File: src/sv/tpd_pkg.sv
// shared types and constants for the text packet deframer
package tpd_pkg;

  localparam int LEN_W = 7;

  localparam logic [7:0] CH_START = 8'h40;
  localparam logic [7:0] CH_CR    = 8'h0D;
  localparam logic [7:0] CH_LF    = 8'h0A;

  typedef enum logic [1:0] {
    CMD_BYTE = 2'd0,
    CMD_READ = 2'd1,
    CMD_POLL = 2'd2,
    CMD_NOP  = 2'd3
  } cmd_t;

  typedef enum logic [1:0] {
    PH_HUNT     = 2'd0,
    PH_PAYLOAD  = 2'd1,
    PH_AWAIT_LF = 2'd2
  } phase_t;

  typedef struct packed {
    logic wr_en;
    logic ready_cur;
    logic ready_nxt;
    logic ovf_nxt;
  } tpd_frm_st_t;

endpackage

File: src/sv/tpd_frame.sv
// frame phase tracking, write position, length latch and status flags
module tpd_frame import tpd_pkg::*; #(
  parameter int BUFFER_DEPTH = 64,
  parameter int PW = $clog2(BUFFER_DEPTH + 1)
) (
  input  logic          clk,
  input  logic          rst_n,
  input  logic          take_byte,
  input  logic          poll_clr,
  input  logic [7:0]    rx_byte,
  output logic [PW-1:0] wr_pos,
  output logic [PW-1:0] len_nxt,
  output tpd_frm_st_t   st
);

  phase_t        phase_r, phase_nxt;
  logic [PW-1:0] wr_pos_r, wr_pos_nxt;
  logic [PW-1:0] len_r;
  logic          ready_r, ready_nxt;
  logic          ovf_r, ovf_nxt;
  logic          room;
  logic          wr_en, set_ovf, latch, start;

  assign room = (32'(wr_pos_r) < BUFFER_DEPTH);

  always_comb begin
    phase_nxt = phase_r;
    if (take_byte) begin
      case (phase_r)
        PH_PAYLOAD: begin
          if (rx_byte == CH_CR) phase_nxt = PH_AWAIT_LF;
        end
        PH_AWAIT_LF: begin
          if (rx_byte == CH_LF) phase_nxt = PH_HUNT;
        end
        default: begin
          if (rx_byte == CH_START) phase_nxt = PH_PAYLOAD;
        end
      endcase
    end
  end

  always_comb begin
    wr_en   = 1'b0;
    set_ovf = 1'b0;
    latch   = 1'b0;
    start   = 1'b0;
    if (take_byte) begin
      case (phase_r)
        PH_PAYLOAD: begin
          if (rx_byte != CH_CR) begin
            wr_en   = room;
            set_ovf = !room;
          end
        end
        PH_AWAIT_LF: begin
          latch = (rx_byte == CH_LF);
        end
        default: begin
          start = (rx_byte == CH_START);
        end
      endcase
    end
  end

  always_comb begin
    wr_pos_nxt = wr_pos_r;
    if (start) wr_pos_nxt = '0;
    else if (wr_en) wr_pos_nxt = wr_pos_r + PW'(1);
    ovf_nxt = start ? 1'b0 : (set_ovf ? 1'b1 : ovf_r);
    len_nxt = latch ? wr_pos_r : len_r;
    ready_nxt = latch ? 1'b1 : (poll_clr ? 1'b0 : ready_r);
  end

  always_ff @(posedge clk) begin
    if (!rst_n) begin
      phase_r  <= PH_HUNT;
      wr_pos_r <= '0;
      len_r    <= '0;
      ready_r  <= 1'b0;
      ovf_r    <= 1'b0;
    end else begin
      phase_r  <= phase_nxt;
      wr_pos_r <= wr_pos_nxt;
      len_r    <= len_nxt;
      ready_r  <= ready_nxt;
      ovf_r    <= ovf_nxt;
    end
  end

  assign wr_pos       = wr_pos_r;
  assign st.wr_en     = wr_en;
  assign st.ready_cur = ready_r;
  assign st.ready_nxt = ready_nxt;
  assign st.ovf_nxt   = ovf_nxt;

endmodule

File: src/sv/text_packet_deframer.sv
// text packet deframer top level: payload buffer and result pipeline
// Takes one request per clock unless out_stall holds the output: a received
// byte, a read of a stored payload byte, a poll that returns and clears the
// packet ready flag, or a no-op. Frames open with '@' and close with CR then
// LF; payload bytes go into a BUFFER_DEPTH byte buffer and bytes beyond it
// are dropped and raise overflow. Each request gives one result: the holding
// stage registers the state update and the buffer read, then the output register
// presents it; the holding stage takes one more request while a result waits.
module text_packet_deframer import tpd_pkg::*; #(
  parameter int BUFFER_DEPTH = 64
) (
  input  logic             clk,
  input  logic             rst_n,
  input  logic             in_valid,
  output logic             in_stall,
  input  logic [1:0]       in_command,
  input  logic [7:0]       in_rx_byte,
  input  logic [5:0]       in_read_index,
  output logic             out_valid,
  input  logic             out_stall,
  output logic [7:0]       out_read_data,
  output logic             out_packet_ready,
  output logic [LEN_W-1:0] out_packet_length,
  output logic             out_overflow
);

  localparam int AW = $clog2(BUFFER_DEPTH);
  localparam int PW = $clog2(BUFFER_DEPTH + 1);

  logic [7:0]       mem [BUFFER_DEPTH];
  logic [7:0]       rdata_r;

  logic             in_acc;
  cmd_t             cmd;
  logic             take_byte, poll_clr;
  logic [PW-1:0]    wr_pos, len_nxt;
  tpd_frm_st_t      frm_st;
  logic [AW-1:0]    rd_addr;
  logic             rd_ok;

  logic             s1_valid_r;
  logic             s1_rd_en_r;
  logic             s1_ready_r;
  logic [LEN_W-1:0] s1_len_r;
  logic             s1_ovf_r;
  logic             s1_move;

  logic             out_valid_r;
  logic [7:0]       out_data_r;
  logic             out_ready_r;
  logic [LEN_W-1:0] out_len_r;
  logic             out_ovf_r;

  assign cmd       = cmd_t'(in_command);
  assign s1_move   = s1_valid_r && (!out_valid_r || !out_stall);
  assign in_stall  = s1_valid_r && !s1_move;
  assign in_acc    = in_valid && !in_stall;
  assign take_byte = in_acc && (cmd == CMD_BYTE);
  assign poll_clr  = in_acc && (cmd == CMD_POLL);
  assign rd_ok     = (cmd == CMD_READ) && (32'(in_read_index) < BUFFER_DEPTH);
  assign rd_addr   = AW'(in_read_index);

  tpd_frame #(
    .BUFFER_DEPTH(BUFFER_DEPTH),
    .PW(PW)
  ) u_frame (
    .clk(clk),
    .rst_n(rst_n),
    .take_byte(take_byte),
    .poll_clr(poll_clr),
    .rx_byte(in_rx_byte),
    .wr_pos(wr_pos),
    .len_nxt(len_nxt),
    .st(frm_st)
  );

  always_ff @(posedge clk) begin
    if (frm_st.wr_en) mem[wr_pos[AW-1:0]] <= in_rx_byte;
    if (in_acc) rdata_r <= mem[rd_addr];
  end

  always_ff @(posedge clk) begin
    if (!rst_n) begin
      s1_valid_r <= 1'b0;
    end else if (in_acc) begin
      s1_valid_r <= 1'b1;
    end else if (s1_move) begin
      s1_valid_r <= 1'b0;
    end
  end

  always_ff @(posedge clk) begin
    if (in_acc) begin
      s1_rd_en_r <= rd_ok;
      s1_ready_r <= (cmd == CMD_BYTE) ? frm_st.ready_nxt : frm_st.ready_cur;
      s1_len_r   <= LEN_W'(len_nxt);
      s1_ovf_r   <= frm_st.ovf_nxt;
    end
  end

  always_ff @(posedge clk) begin
    if (!rst_n) begin
      out_valid_r <= 1'b0;
    end else if (s1_move) begin
      out_valid_r <= 1'b1;
    end else if (!out_stall) begin
      out_valid_r <= 1'b0;
    end
  end

  always_ff @(posedge clk) begin
    if (s1_move) begin
      out_data_r  <= s1_rd_en_r ? rdata_r : 8'd0;
      out_ready_r <= s1_ready_r;
      out_len_r   <= s1_len_r;
      out_ovf_r   <= s1_ovf_r;
    end
  end

  assign out_valid         = out_valid_r;
  assign out_read_data     = out_data_r;
  assign out_packet_ready  = out_ready_r;
  assign out_packet_length = out_len_r;
  assign out_overflow      = out_ovf_r;

`ifndef SYNTHESIS
  a_no_stall_when_empty: assert property (@(posedge clk) disable iff (!rst_n)
    !s1_valid_r |-> !in_stall)
    else $error("input stalled with empty holding stage");

  a_held_request_kept: assert property (@(posedge clk) disable iff (!rst_n)
    s1_valid_r && out_valid_r && out_stall |=> s1_valid_r)
    else $error("held request lost while output stalled");

  a_write_in_range: assert property (@(posedge clk) disable iff (!rst_n)
    frm_st.wr_en |-> (take_byte && (32'(wr_pos) < BUFFER_DEPTH)))
    else $error("buffer write outside a byte request or past capacity");

  a_out_follows_move: assert property (@(posedge clk) disable iff (!rst_n)
    s1_move |=> out_valid_r)
    else $error("moved request did not reach output");
`endif

endmodule
File: config.mk
export PLATFORM = sky130hd
export DESIGN_NAME = text_packet_deframer
export DESIGN_NICKNAME = d
export VERILOG_FILES = /design/src/sv/tpd_pkg.sv /design/src/sv/tpd_frame.sv /design/src/sv/text_packet_deframer.sv
export SDC_FILE = /design/constraint.sdc
export NUM_CORES = 1
export LEC_CHECK = 0
export BUFFER_PORTS_ARGS = -buffer_cell sky130_fd_sc_hd__buf_4
export CORE_MARGIN = 4
export CORE_UTILIZATION = 50
export DETAILED_ROUTE_END_ITERATION = 10
export GPL_TIMING_DRIVEN = 0
export PLACE_DENSITY = 0.72
export SLEW_MARGIN = 40
export SYNTH_ARGS = -nofsm -noshare
export SYNTH_HDL_FRONTEND = slang
export SYNTH_SLANG_ARGS = --single-unit
export TNS_END_PERCENT = 5
File: constraint.sdc
create_clock -name clk -period 4.9 [get_ports clk]
set_input_delay 0.245 -clock clk [delete_from_list [all_inputs] [get_ports clk]]
set_output_delay 0.245 -clock clk [all_outputs]
set_load 0.01 [all_outputs]
==> metrics.md <==
| Metric | Value |
|---|---|
| Setup crit end kind | `flop` |
| Kind of critical path | `reg -> reg` |
| Post-CTS Resized | `0` |
| Register area | `between 15000 and 20000 um2` |
| Worst Path Max Fanout | `8` |
| Area occupied by multi-input gates | `between 5000 and 6000 um2` |
| Hold path depth | `2` |
| Drt first-iter violations | `around 1300` |
| Setup bufs post-CTS | `0` |
| Fin worst setup slack | `1.16 ns` |
| Antenna Nets Post-Route | `0` |
| Final setup fails | `0` |
| Total grt overflow | `0` |
| Share of cells above drive strength 1 | `0.263` |
| Fill cells | `about 3100` |
| Cells after DPL | `roughly 1700` |
| Post-Syn Nets | `~1100` |
| Vias | `between 10000 and 15000` |
| VDD IR max | `about 310 uV` |
| Die height | `approximately 220 um` |
| Core area | `between 40000 and 50000 um2` |
| I/O pin total | `39` |
| Worst-Skew Late Latency | `slightly above 0.6 ns` |
| Initial Util | `0.509` |
| Power per cell area | `397 nW/um2` |
| GR Util All Layers | `0.219` |
| DR pass1 iterations | `5` |
| Tcrit/Tclk final | `0.763` |
| Routed vias/inst | `roughly 6.1` |
| Post-synth EDFFs | `between 500 and 600` |
| Synth warn | `0` |
| N_diodes | `0` |
| Cts hold-fix bufs | `7` |
| Max_cap viols | `0` |
| Bufs on Longest Clock Path | `3` |
| Finished Core Util | `0.577` |
| Sequential share of the synthesized area | `0.764` |
| Tot Pwr | `roughly 10 mW` |
| CTS tree | `done` |
| Fin. Hold Viols | `0` |
| Yosys cell types | `52` |
| Rows | `76` |
| Reg2reg path depth | `7` |
| IO buf count | `35` |
| Clock-pin slew on the worst setup and hold paths | `around 0.060 ns` |
| Headroom to the max-slew limit | `0.423` |
| TNS Setup | `0 ns` |
| Post-Synthesis Cell Area | `roughly 22000 um2` |
| Final wirelength | `51.2 mm` |
| Slew Viols, Final | `0` |
| CTS buffer count | `between 50 and 60` |
| Largest net degree at the start of global routing | `a little under 70` |
| RSZ-0062 raised after global routing | `no` |
| Routability-driven placement congestion ratio | `around 0.90` |
| Fmax | `roughly 270 MHz` |
| Synthesis-to-layout area growth | `13.4%` |
| Die area | `47500 um2` |
| Nets@finish | `between 1000 and 1500` |
| Number of global-route vias before repair | `roughly 11000` |
| Worst path arrival time | `about 4.0 ns` |
| Initial antenna violation count | `1` |
| Global-route wire length before repair | `75.1 mm` |
| Clk root buf | `clkbuf_16` |
| DRC viols | `0` |
| Wirelength per Cell | `between 20 and 30 um` |
| Final HPWL from detailed placement | `approximately 32 mm` |
| Syn Area/Cell | `just over 20 um2` |
| Final Non-Filler Cells | `~1800` |
| Async set-reset flop share out of synthesis | `0` |
| Htree depth | `2` |
| Crit path required time | `5.12 ns` |
| Clock skew | `approximately 0.036 ns` |
| Worst Hold Class | `in -> reg` |
| Pre-CTS setup slack | `roughly 1.1 ns` |
| CTS Sinks | `around 570` |
| Main synth FF type | `edfxtp_1` |
| Setup crit start kind | `flop` |
| Die Wd | `around 220 um` |
| Synthesized flop and latch total | `between 500 and 600` |
| Outcome | `finished clean` |
| Cells after synthesis | `~1100` |
| Worst-margin pin slew | `around 0.86 ns` |
| Minimum clock period | `about 3.7 ns` |
| Leak Pwr | `around 7.8 nW` |
[cells in the mapped netlist (7+ instances only)]
| cell type | count | area, um2 |
|---|---|---|
| edfxtp_1 | 547 | 16400 |
| mux4_2 | 123 | 2770 |
| nor2_1 | 90 | 338 |
| nand2_1 | 28 | 105 |
| buf_2 | 24 | 120 |
| clkbuf_1 | 24 | 90.1 |
| mux2i_1 | 24 | 240 |
| dfxtp_1 | 20 | 400 |
| and2_1 | 16 | 100 |
| nor2b_1 | 15 | 93.8 |
| nand3_1 | 14 | 70.1 |
| mux2_2 | 13 | 146 |
| o22ai_1 | 11 | 68.8 |
| a211oi_1 | 10 | 75.1 |
| a21oi_1 | 10 | 50.1 |
| nor3_1 | 10 | 50.1 |
| o21ai_0 | 10 | 50.1 |
| buf_1 | 9 | 33.8 |
| nand2b_1 | 8 | 50.1 |
| a22o_1 | 7 | 61.3 |
| a31oi_1 | 7 | 43.8 |
| o221ai_1 | 7 | 61.3 |
[cell families after synthesis]
kind of cell / after synthesis / share of synthesized area
mux: 160 / 0.143
fa+ha+maj: 4 / 0.00227
xor+xnor: 4 / 0.00159
compound gates: 90 / 0.0301
simple gates: 207 / 0.0465
buf+inv: 63 / 0.0122
flops: 567 / 0.764
[power breakdown]
group | total, mW | switching, mW | internal [mW]
clock | 4.12 | 1.76 | 2.35
combinational | 0.457 | 0.295 | 0.162
sequential | 5.34 | 0.00530 | 5.33
total | 9.91 | 2.06 | 7.85
[critical path, cell delays in order, from the launching register on]
cell	delay [ns]
dfxtp_1	0.36
and3_1	0.16
clkbuf_1	0.16
or4b_1	0.50
clkbuf_1	0.22
nor4_2	0.43
nand3_1	0.65
nor2_1	0.86
[through the flow]
step           cell area, um2  hold WS (ns)
2_1_floorplan           22000         0.339
3_3_place_gp            23000         0.401
3_5_place_dp            23100         0.408
4_1_cts                 24900        0.0584
5_1_grt                 25000        0.0598
6_report                25000        0.0845
[final cells by class]
class                      instances  share of cell area
inverter                           5            0.000752
timing repair buffer              42              0.0133
tap                              585              0.0293
clock buffer                      67              0.0578
buffer                            58              0.0101
multi-input combinational        465               0.202
sequential                       567               0.674
clock inverter                    35              0.0122
[placed cells by master (no fill, tap or decap), types with 5 or more instances in the layout]
cell	synthesis	routed
edfxtp_1	547	547
mux4_2	123	123
clkbuf_16	0	56
nor2_1	90	48
nor2_2	0	42
buf_4	0	35
clkbuf_1	24	34
nand2_1	28	28
buf_2	24	26
mux2i_1	24	24
dfxtp_1	20	20
and2_1	16	16
clkinv_1	0	15
nor2b_1	15	14
nand3_1	14	14
mux2_2	13	13
o22ai_1	11	11
nor3_1	10	10
a211oi_1	10	10
o21ai_0	10	10
a21oi_1	10	10
clkinv_2	0	10
nand2b_1	8	8
buf_1	9	7
a22o_1	7	7
o221ai_1	7	7
a31oi_1	7	7
dlygate4sd3_1	0	7
nand3b_1	6	6
o22a_1	6	6
a22oi_1	5	5
inv_1	5	5
bufinv_16	0	5
[sequential cells by signal (all words and copies together), names as in the netlist, 2 cells and up]
signal	cells
u_frame.phase_r	2
out_packet_length	7
mem	512
out_read_data	8
u_frame.len_r	7
rdata_r	8
u_frame.wr_pos	7
s1_len_r	7
[final timing paths]
path	startpoint	slack, ns	end
setup / recovery	out_valid	1.16	mem[19][3]
hold / removal	in_command[0]	0.08	s1_rd_en_r
setup reg to reg	out_valid	1.16	mem[19][3]
hold reg to reg	s1_len_r[2]	0.42	out_packet_length[2]
[routing by layer]
layer | part of all wire | GRT usage | vias up
met3 | 0.098 | 0.0568 | 105
met1 | 0.39 | 0.300 | 5733
met4 | 0.034 | 0.0744 | 2
met2 | 0.48 | 0.348 | 579
li1 | - | - | 4705
met5 | 0.00025 | 0 | -
(Power assumes the default switching activity.)
